<file path="src/hdl/tesq_pkg.sv">
// ----------------------------------------------------------------------------
// tesq_pkg
// Shared constants, codes and types of the timed event scheduler queue.
// ----------------------------------------------------------------------------
package tesq_pkg;

	localparam int QUEUE_DEPTH = 16;
	localparam int MAX_EVENTS  = 64;

	localparam int OPW  = 3;
	localparam int IDW  = 7;
	localparam int TW   = 64;
	localparam int STW  = 2;
	localparam int QIW  = $clog2(QUEUE_DEPTH);
	localparam int CNTW = $clog2(QUEUE_DEPTH + 1);
	localparam int EIW  = $clog2(MAX_EVENTS);

	localparam logic [OPW-1:0] OP_ALLOC  = 3'd0;
	localparam logic [OPW-1:0] OP_SCHED  = 3'd1;
	localparam logic [OPW-1:0] OP_CANCEL = 3'd2;
	localparam logic [OPW-1:0] OP_QUERY  = 3'd3;
	localparam logic [OPW-1:0] OP_FREE   = 3'd4;

	localparam logic [STW-1:0] ST_OK       = 2'd0;
	localparam logic [STW-1:0] ST_NOT_ALLOC = 2'd1;
	localparam logic [STW-1:0] ST_EXHAUSTED = 2'd2;
	localparam logic [STW-1:0] ST_FULL     = 2'd3;

	typedef struct packed {
		logic [IDW-1:0] event_id;
		logic [TW-1:0]  due;
	} slot_t;

endpackage

</file>
<file path="src/hdl/tesq_if.sv">
// ----------------------------------------------------------------------------
// tesq_in_if / tesq_out_if
// Valid/ready channels for commands and results of the scheduler queue.
// ----------------------------------------------------------------------------
interface tesq_in_if import tesq_pkg::*; ();
	logic           valid;
	logic           ready;
	logic [OPW-1:0] op;
	logic [IDW-1:0] event_id;
	logic [TW-1:0]  target_tick;
	logic [TW-1:0]  now_tick;

	modport source (output valid, op, event_id, target_tick, now_tick, input ready);
	modport sink (input valid, op, event_id, target_tick, now_tick, output ready);
endinterface

interface tesq_out_if import tesq_pkg::*; ();
	logic           valid;
	logic           ready;
	logic [STW-1:0] status;
	logic [IDW-1:0] new_id;
	logic           was_queued;
	logic [TW-1:0]  entry_tick;
	logic           was_clamped;

	modport source (output valid, status, new_id, was_queued, entry_tick, was_clamped,
		input ready);
	modport sink (input valid, status, new_id, was_queued, entry_tick, was_clamped,
		output ready);
endinterface

</file>
<file path="src/hdl/timed_event_scheduler_queue_top.sv">
// ----------------------------------------------------------------------------
// timed_event_scheduler_queue_top
// Sorted timer event queue with an identifier allocation table.
// ----------------------------------------------------------------------------
// Entries live in one slot RAM kept sorted by due tick; a sequencer scans,
// shifts and inserts one slot at a time, reading and then checking or
// writing each slot, as every RAM read is registered. Allocate, unknown
// commands and commands on unallocated identifiers go straight to the result;
// the others scan for the entry, cancel, free and a moved reschedule shift
// later entries down, and a reschedule inserts. One command is in work at a
// time; a result waits in an output register while a new command is taken.
module timed_event_scheduler_queue_top import tesq_pkg::*; (
	input  logic      clk,
	input  logic      arst_n,
	tesq_in_if.sink   cmd,
	tesq_out_if.source rsp
);

	localparam logic [3:0] S_IDLE      = 4'd0;
	localparam logic [3:0] S_FIND_RD   = 4'd1;
	localparam logic [3:0] S_FIND_CK   = 4'd2;
	localparam logic [3:0] S_DECIDE    = 4'd3;
	localparam logic [3:0] S_REM_RD    = 4'd4;
	localparam logic [3:0] S_REM_WR    = 4'd5;
	localparam logic [3:0] S_INS_BEGIN = 4'd6;
	localparam logic [3:0] S_INS_RD    = 4'd7;
	localparam logic [3:0] S_INS_CK    = 4'd8;
	localparam logic [3:0] S_INS_W0    = 4'd9;
	localparam logic [3:0] S_RESP      = 4'd10;

	logic [3:0]            state_q;
	logic [OPW-1:0]        op_q;
	logic [IDW-1:0]        id_q;
	logic [TW-1:0]         tick_q;
	logic [TW-1:0]         due_q;
	logic [CNTW-1:0]       cnt_q;
	logic [QIW-1:0]        idx_q;
	logic [QIW-1:0]        pos_q;
	logic                  found_q;
	logic [MAX_EVENTS-1:0] alloc_q;
	logic [IDW-1:0]        last_q;

	logic [STW-1:0] res_status_q;
	logic [IDW-1:0] res_new_id_q;
	logic           res_queued_q;
	logic [TW-1:0]  res_etick_q;
	logic           res_clamped_q;

	logic           rsp_valid_q;
	logic [STW-1:0] rsp_status_q;
	logic [IDW-1:0] rsp_new_id_q;
	logic           rsp_queued_q;
	logic [TW-1:0]  rsp_etick_q;
	logic           rsp_clamped_q;

	logic           ram_we;
	logic [QIW-1:0] ram_waddr;
	logic [QIW-1:0] ram_raddr;
	slot_t          ram_wdata;
	slot_t          ram_rdata;

	logic           in_clamp;
	logic [TW-1:0]  in_tick;
	logic           in_id_ok;
	logic [IDW-1:0] cand;
	logic [EIW-1:0] cand_idx;
	logic [EIW-1:0] in_idx;
	logic [EIW-1:0] id_idx;
	logic [3:0]     rm_next;
	logic           alloc_ok;
	logic [STW-1:0] in_status;
	logic [3:0]     in_next;
	logic           rsp_load;

	tesq_ram #(.WIDTH($bits(slot_t)), .DEPTH(QUEUE_DEPTH)) u_slots (
		.clk   (clk),
		.we    (ram_we),
		.waddr (ram_waddr),
		.wdata (ram_wdata),
		.raddr (ram_raddr),
		.rdata (ram_rdata)
	);

	assign cmd.ready       = (state_q == S_IDLE);
	assign rsp.valid       = rsp_valid_q;
	assign rsp.status      = rsp_status_q;
	assign rsp.new_id      = rsp_new_id_q;
	assign rsp.was_queued  = rsp_queued_q;
	assign rsp.entry_tick  = rsp_etick_q;
	assign rsp.was_clamped = rsp_clamped_q;

	assign in_clamp = cmd.target_tick < cmd.now_tick;
	assign in_tick  = in_clamp ? cmd.now_tick : cmd.target_tick;
	assign in_idx   = EIW'(cmd.event_id - IDW'(1));
	assign in_id_ok = (cmd.event_id != '0) && (cmd.event_id <= IDW'(MAX_EVENTS))
		&& alloc_q[in_idx];
	assign cand     = (last_q >= IDW'(MAX_EVENTS)) ? IDW'(1) : last_q + IDW'(1);
	assign cand_idx = EIW'(cand - IDW'(1));
	assign id_idx   = EIW'(id_q - IDW'(1));
	assign rm_next  = (op_q == OP_SCHED) ? S_INS_BEGIN : S_RESP;
	assign alloc_ok = !alloc_q[cand_idx];
	assign rsp_load = (state_q == S_RESP) && (!rsp_valid_q || rsp.ready);

	always_comb begin
		in_status = ST_OK;
		in_next   = S_RESP;
		case (cmd.op)
			OP_ALLOC: begin
				if (!alloc_ok) begin
					in_status = ST_EXHAUSTED;
				end
			end
			OP_SCHED, OP_CANCEL, OP_QUERY, OP_FREE: begin
				if (!in_id_ok) begin
					in_status = ST_NOT_ALLOC;
				end else begin
					in_next = (cnt_q == '0) ? S_DECIDE : S_FIND_RD;
				end
			end
			default: begin
				in_next = S_RESP;
			end
		endcase
	end

	always_comb begin
		ram_raddr = idx_q;
		ram_we    = 1'b0;
		ram_waddr = idx_q;
		ram_wdata = ram_rdata;
		case (state_q)
			S_REM_WR: begin
				ram_we    = 1'b1;
				ram_waddr = idx_q - QIW'(1);
			end
			S_INS_CK: begin
				ram_we    = 1'b1;
				ram_waddr = idx_q + QIW'(1);
				if (ram_rdata.due <= tick_q) begin
					ram_wdata = '{event_id: id_q, due: tick_q};
				end
			end
			S_INS_W0: begin
				ram_we    = 1'b1;
				ram_waddr = '0;
				ram_wdata = '{event_id: id_q, due: tick_q};
			end
			default: begin
				ram_we = 1'b0;
			end
		endcase
	end

	always_ff @(posedge clk or negedge arst_n) begin
		if (!arst_n) begin
			state_q     <= S_IDLE;
			cnt_q       <= '0;
			alloc_q     <= '0;
			last_q      <= '0;
			rsp_valid_q <= 1'b0;
		end else begin
			if (rsp_load) begin
				rsp_valid_q <= 1'b1;
			end else if (rsp.ready) begin
				rsp_valid_q <= 1'b0;
			end
			case (state_q)
				S_IDLE: begin
					if (cmd.valid) begin
						op_q          <= cmd.op;
						id_q          <= cmd.event_id;
						tick_q        <= in_tick;
						idx_q         <= '0;
						found_q       <= 1'b0;
						res_status_q  <= in_status;
						res_new_id_q  <= (cmd.op == OP_ALLOC && alloc_ok) ? cand : '0;
						res_queued_q  <= 1'b0;
						res_etick_q   <= '0;
						res_clamped_q <= (cmd.op == OP_SCHED) && in_id_ok && in_clamp;
						state_q       <= in_next;
						if (cmd.op == OP_ALLOC && alloc_ok) begin
							alloc_q[cand_idx] <= 1'b1;
							last_q            <= cand;
						end
					end
				end
				S_FIND_RD: begin
					state_q <= S_FIND_CK;
				end
				S_FIND_CK: begin
					if (ram_rdata.event_id == id_q) begin
						found_q <= 1'b1;
						pos_q   <= idx_q;
						due_q   <= ram_rdata.due;
						state_q <= S_DECIDE;
					end else if (CNTW'(idx_q) + CNTW'(1) == cnt_q) begin
						state_q <= S_DECIDE;
					end else begin
						idx_q   <= idx_q + QIW'(1);
						state_q <= S_FIND_RD;
					end
				end
				S_DECIDE: begin
					res_queued_q <= found_q;
					if (found_q && (op_q == OP_SCHED || op_q == OP_QUERY)) begin
						res_etick_q <= due_q;
					end
					if (op_q == OP_FREE) begin
						alloc_q[id_idx] <= 1'b0;
					end
					if (op_q == OP_SCHED && !found_q) begin
						if (cnt_q == CNTW'(QUEUE_DEPTH)) begin
							res_status_q <= ST_FULL;
							state_q      <= S_RESP;
						end else begin
							state_q <= S_INS_BEGIN;
						end
					end else if (found_q && (op_q == OP_CANCEL || op_q == OP_FREE
						|| (op_q == OP_SCHED && due_q != tick_q))) begin
						if (CNTW'(pos_q) + CNTW'(1) < cnt_q) begin
							idx_q   <= pos_q + QIW'(1);
							state_q <= S_REM_RD;
						end else begin
							cnt_q   <= cnt_q - CNTW'(1);
							state_q <= rm_next;
						end
					end else begin
						state_q <= S_RESP;
					end
				end
				S_REM_RD: begin
					state_q <= S_REM_WR;
				end
				S_REM_WR: begin
					if (CNTW'(idx_q) + CNTW'(1) >= cnt_q) begin
						cnt_q   <= cnt_q - CNTW'(1);
						state_q <= rm_next;
					end else begin
						idx_q   <= idx_q + QIW'(1);
						state_q <= S_REM_RD;
					end
				end
				S_INS_BEGIN: begin
					if (cnt_q == '0) begin
						state_q <= S_INS_W0;
					end else begin
						idx_q   <= QIW'(cnt_q - CNTW'(1));
						state_q <= S_INS_RD;
					end
				end
				S_INS_RD: begin
					state_q <= S_INS_CK;
				end
				S_INS_CK: begin
					if (ram_rdata.due <= tick_q) begin
						cnt_q   <= cnt_q + CNTW'(1);
						state_q <= S_RESP;
					end else if (idx_q == '0) begin
						state_q <= S_INS_W0;
					end else begin
						idx_q   <= idx_q - QIW'(1);
						state_q <= S_INS_RD;
					end
				end
				S_INS_W0: begin
					cnt_q   <= cnt_q + CNTW'(1);
					state_q <= S_RESP;
				end
				S_RESP: begin
					if (rsp_load) begin
						state_q <= S_IDLE;
					end
				end
				default: begin
					state_q <= S_IDLE;
				end
			endcase
		end
	end

	always_ff @(posedge clk) begin
		if (rsp_load) begin
			rsp_status_q  <= res_status_q;
			rsp_new_id_q  <= res_new_id_q;
			rsp_queued_q  <= res_queued_q;
			rsp_etick_q   <= res_etick_q;
			rsp_clamped_q <= res_clamped_q;
		end
	end

endmodule

</file>
<file path="src/hdl/tesq_ram.sv">
// ----------------------------------------------------------------------------
// tesq_ram
// Generic single-write, single-read RAM with registered read data.
// ----------------------------------------------------------------------------
module tesq_ram #(
	parameter int WIDTH = 8,
	parameter int DEPTH = 16
) (
	input  logic                     clk,
	input  logic                     we,
	input  logic [$clog2(DEPTH)-1:0] waddr,
	input  logic [WIDTH-1:0]         wdata,
	input  logic [$clog2(DEPTH)-1:0] raddr,
	output logic [WIDTH-1:0]         rdata
);

	logic [WIDTH-1:0] mem [DEPTH];

	always_ff @(posedge clk) begin
		if (we) begin
			mem[waddr] <= wdata;
		end
		rdata <= mem[raddr];
	end

endmodule

</file>
<file path="src/flat_wrapper.sv">
// flat-port wrapper written by rule: the top's interface ports become plain ports
module timed_event_scheduler_queue_top_flat import tesq_pkg::*;
  (clk, arst_n, cmd_valid, cmd_op, cmd_event_id, cmd_target_tick, cmd_now_tick, cmd_ready, rsp_valid, rsp_status, rsp_new_id, rsp_was_queued, rsp_entry_tick, rsp_was_clamped, rsp_ready);
  tesq_in_if cmd_i ();
  tesq_out_if rsp_i ();
  input  logic clk;
  input  logic arst_n;
  input wire logic [$bits(cmd_i.valid)-1:0] cmd_valid;
  input wire logic [$bits(cmd_i.op)-1:0] cmd_op;
  input wire logic [$bits(cmd_i.event_id)-1:0] cmd_event_id;
  input wire logic [$bits(cmd_i.target_tick)-1:0] cmd_target_tick;
  input wire logic [$bits(cmd_i.now_tick)-1:0] cmd_now_tick;
  output wire logic [$bits(cmd_i.ready)-1:0] cmd_ready;
  output wire logic [$bits(rsp_i.valid)-1:0] rsp_valid;
  output wire logic [$bits(rsp_i.status)-1:0] rsp_status;
  output wire logic [$bits(rsp_i.new_id)-1:0] rsp_new_id;
  output wire logic [$bits(rsp_i.was_queued)-1:0] rsp_was_queued;
  output wire logic [$bits(rsp_i.entry_tick)-1:0] rsp_entry_tick;
  output wire logic [$bits(rsp_i.was_clamped)-1:0] rsp_was_clamped;
  input wire logic [$bits(rsp_i.ready)-1:0] rsp_ready;
  assign cmd_i.valid = cmd_valid;
  assign cmd_i.op = cmd_op;
  assign cmd_i.event_id = cmd_event_id;
  assign cmd_i.target_tick = cmd_target_tick;
  assign cmd_i.now_tick = cmd_now_tick;
  assign cmd_ready = cmd_i.ready;
  assign rsp_valid = rsp_i.valid;
  assign rsp_status = rsp_i.status;
  assign rsp_new_id = rsp_i.new_id;
  assign rsp_was_queued = rsp_i.was_queued;
  assign rsp_entry_tick = rsp_i.entry_tick;
  assign rsp_was_clamped = rsp_i.was_clamped;
  assign rsp_i.ready = rsp_ready;
  timed_event_scheduler_queue_top u_core (.clk(clk), .arst_n(arst_n), .cmd(cmd_i), .rsp(rsp_i));
endmodule
</file>
<file path="config.mk">
export PLATFORM = sky130hd
export DESIGN_NAME = timed_event_scheduler_queue_top_flat
export DESIGN_NICKNAME = d
export VERILOG_FILES = /design/src/hdl/tesq_pkg.sv /design/src/hdl/tesq_if.sv /design/src/hdl/timed_event_scheduler_queue_top.sv /design/src/hdl/tesq_ram.sv /design/src/flat_wrapper.sv
export SDC_FILE = /design/constraint.sdc
export NUM_CORES = 2
export LEC_CHECK = 0
export BUFFER_PORTS_ARGS = -buffer_cell sky130_fd_sc_hd__buf_4
export CAP_MARGIN = 25
export CORE_ASPECT_RATIO = 0.8
export CORE_UTILIZATION = 35
export DETAILED_ROUTE_END_ITERATION = 10
export HOLD_SLACK_MARGIN = 0.03
export PLACE_DENSITY_LB_ADDON = 0.1
export SYNTH_ARGS = -nofsm -noshare
export SYNTH_HDL_FRONTEND = slang
export SYNTH_HIERARCHICAL = 1
export SYNTH_SLANG_ARGS = --single-unit
</file>
<file path="constraint.sdc">
create_clock -name clk -period 6.7 [get_ports clk]
set_input_delay 1.005 -clock clk [delete_from_list [all_inputs] [get_ports clk]]
set_output_delay 1.005 -clock clk [all_outputs]
set_load 0.01 [all_outputs]
</file>
==> results.sh <==
export IMPL_cts_made_buffers=170
export IMPL_power_density_nw_per_um2=419
export IMPL_drtPass1Iterations=7
export IMPL_synth_edf_count=1433
export IMPL_worstReg2RegEnd="u_core/alloc_q[24]"
export IMPL_synth_seq_cells=1585
export IMPL_drtIter0Drc=3332
export IMPL_drv_slew=0
export IMPL_hp_start="cmd_event_id[4]"
export IMPL_slew_headroom_pct=24.2
export IMPL_hold_viol=0
export IMPL_dieWidth_um=488
export IMPL_maxCapViolCount=0
export IMPL_holdPathStages=1
export IMPL_grt_setup_unrepaired="no"
export IMPL_grt_max_degree=122
export IMPL_dieArea_um2=190000
export IMPL_syn_area_um2=66000
export IMPL_grt_pass1_vias=36700
export IMPL_syn_to_final_growth_pct=16.6
export IMPL_required_ps=7350
export IMPL_syn_inst=3730
export IMPL_route_detailed_drc=0
export IMPL_dpl_hpwl_um=121000
export IMPL_fmax_mhz=194
export IMPL_fin_skew_ps=33.7
export IMPL_cts_clk_slew_worst_paths_ps=60
export IMPL_coreArea_um2=187000
export IMPL_io_pin_count=219
export IMPL_synth_most_common_cell="edfxtp_1"
export IMPL_cp_data_arrival_time_ps=5820
export IMPL_gp_congestion=0.807
export IMPL_async_flop_share_pct=5.11
export IMPL_fin_tns_setup_ps=0
export IMPL_nets=4334
export IMPL_hold_path_end="u_core/id_q[4]"
export IMPL_setup_viol=0
export IMPL_netlist_top_cells_count="1433 x edfxtp_1, 303 x mux4_2, 151 x inv_1, 148 x ha_1"
export IMPL_ys_top_cells_by_area="edfxtp_1 65%, mux4_2 10%, dfrtp_1 3.1%"
export IMPL_p_total_mw=32.3
export IMPL_vias=36600
export IMPL_final_antenna_net_count=0
export IMPL_cts_num_sinks=1585
export IMPL_rows=142
export IMPL_cts_root_buf="clkbuf_16"
export IMPL_timing_final_crit_share_pct=77.1
export IMPL_wl_um=200000
export IMPL_ir_drop_mv=0.344
export IMPL_seq_area_frac_synth_pct=70.4
export IMPL_drive_above_1_share_pct=24.8
export IMPL_hold_slack_ps=398
export IMPL_r2r_cells=14
export IMPL_critPathLaunchType="flip-flop"
export IMPL_vias_per_cell=5.45
export IMPL_start_util_pct=35.3
export IMPL_utilization_pct=41.1
export IMPL_worstHoldPathType="input port to flip-flop"
export IMPL_die_h_um=390
export IMPL_synth_fp_nets=4020
export IMPL_worst_slew_pin_slew_ps=1140
export IMPL_synth_distinct_cells=87
export IMPL_grt_pass1_wl_um=281000
export IMPL_p_leak_nw=26.2
export IMPL_yosysTopAreaCell="edfxtp_1"
export IMPL_period_needed_ps=5160
export IMPL_insertion_delay_ps=820
export IMPL_h_tree_depth=4
export IMPL_gr_usage_all_layers_pct=20.9
export IMPL_status="complete, no violations"
export IMPL_ys_flop_type="edfxtp_1"
export IMPL_synth_avg_cell_area_um2=17.7
export IMPL_worstSetupPathType="flip-flop to flip-flop"
export IMPL_rrSetupSlack_ps=1540
export IMPL_clockBufferDepth=3
export IMPL_cts_resized=0
export IMPL_end_kind="flip-flop"
export IMPL_cts_tree="yes"
export IMPL_port_buffers=218
export IMPL_routedWlPerCell_um=29.7
export IMPL_rr_startpoint="u_core/last_q[0]"
export IMPL_grt_ovfl_total=0
export IMPL_yosys_warnings=6
export IMPL_synth_top_area_share_pct=65.2
export IMPL_cp_max_fo=28
export IMPL_grt_antenna_before_repair=14
[area by class of cell]
type                            instances  area (µm²)
Multi-Input combinational cell       1809       18300
Antenna cell                            8        20.0
Timing Repair Buffer                  325        2800
Clock inverter                         94         930
Inverter                              153         574
Clock buffer                          223        4670
Sequential cell                      1585       46500
Fill cell                           16900      110000
Tap cell                             2520        3150
[power by group]
part	internal [mW]	total [mW]	switching, mW
logic	3.29	8.87	5.58
clock network	5.44	9.45	4.02
registers	13.4	13.9	0.565
[sequential cells by signal (all words and copies together), names as in the netlist, 64 cells and up]
name	cells
u_core/alloc_q	64
u_core/res_etick_q	64
u_core/u_slots/rdata	71
u_core/tick_q	64
u_core/due_q	64
u_core/rsp.entry_tick	64
u_core/u_slots/mem	1136
[worst max path at each step]
stage,startpoint,to,slack [ps],depth (start not counted)
6_report,u_core/last_q[0],u_core/alloc_q[24],1540,14
5_1_grt,u_core/last_q[0],u_core/alloc_q[59],1260,15
4_1_cts,u_core/last_q[0],u_core/alloc_q[21],1520,15
3_5_place_dp,u_core/last_q[0],u_core/alloc_q[3],1530,15
3_3_place_gp,u_core/tick_q[31],u_core/u_slots/mem[14][28],1520,12
2_1_floorplan,u_core/state_q[2],u_core/u_slots/mem[7][0],1110,8
[metal layers]
metal  vias up  global-route usage [%]  share of wire, %  wire [µm]
met3       275                    3.99               5.8      11500
met1     19500                    29.3                45      89500
met5         -                       0             0.014         28
met4         6                    6.25               2.7       5330
li1      15700                       -                 -          -
met2      1095                    33.0                47      93300
[cell usage in the layout (no fill, tap or decap), types with 22 or more instances in the layout]
master / count
nand2_1: 147
a22oi_1: 143
mux2_2: 77
clkbuf_16: 173
nand4_1: 30
dfrtp_1: 81
and2_1: 71
nor3_1: 30
clkbuf_1: 35
dfxtp_1: 71
nand3_1: 30
ha_1: 148
nor4_1: 25
edfxtp_1: 1433
nor2_1: 59
a22o_1: 64
xor2_1: 77
mux4_2: 303
a221o_1: 68
inv_1: 151
buf_4: 297
clkinv_2: 37
clkinv_1: 22
mux2i_1: 24
o21ai_0: 146
a21o_1: 47
a21oi_1: 57
buf_12: 22
[critical path, cell delays in order (launching register included)]
cell      delay [ps]
dfrtp_1          680
inv_1            190
ha_1             380
nand2b_1         130
ha_1             150
buf_4            330
xnor3_1          490
or3_1            590
o22ai_1          170
or4_1            430
o32a_1           340
a32oi_1          220
nand2_1          250
nand4_1          450
o21ai_0          180
[cells by family (layout without fill, tap and decap cells)]
kind of cell             count (synthesis)  after routing  synth area share [%]
other                                    0              8                     0
buffers and inverters                  336            795                  2.22
AO/OA/AOI/OAI                          648            648                  7.10
multiplexers                           407            407                  12.1
adder cells (fa/ha/maj)                148            148                  2.80
AND/OR/NAND/NOR                        505            505                  3.99
flip-flops                            1585           1585                  70.4
XOR/XNOR                               101            101                  1.38
[per-stage QoR]
step | instances | instance area, µm² | worst slack, ps
after floorplan | 3730 | 66000 | 1110
after global placement | 6381 | 71100 | 1520
after detailed placement | 6389 | 71300 | 1530
after CTS | 6707 | 76900 | 1520
after global routing | 6713 | 76900 | 1260
final | 6717 | 77000 | 1540
[repair_timing]
action                                 in CTS  in global routing
endpoints found under the hold margin       6                  0
hold buffers                                1                  0
buffers inserted                            0                  0
No activity file was read; power rests on OpenSTA's default activity.
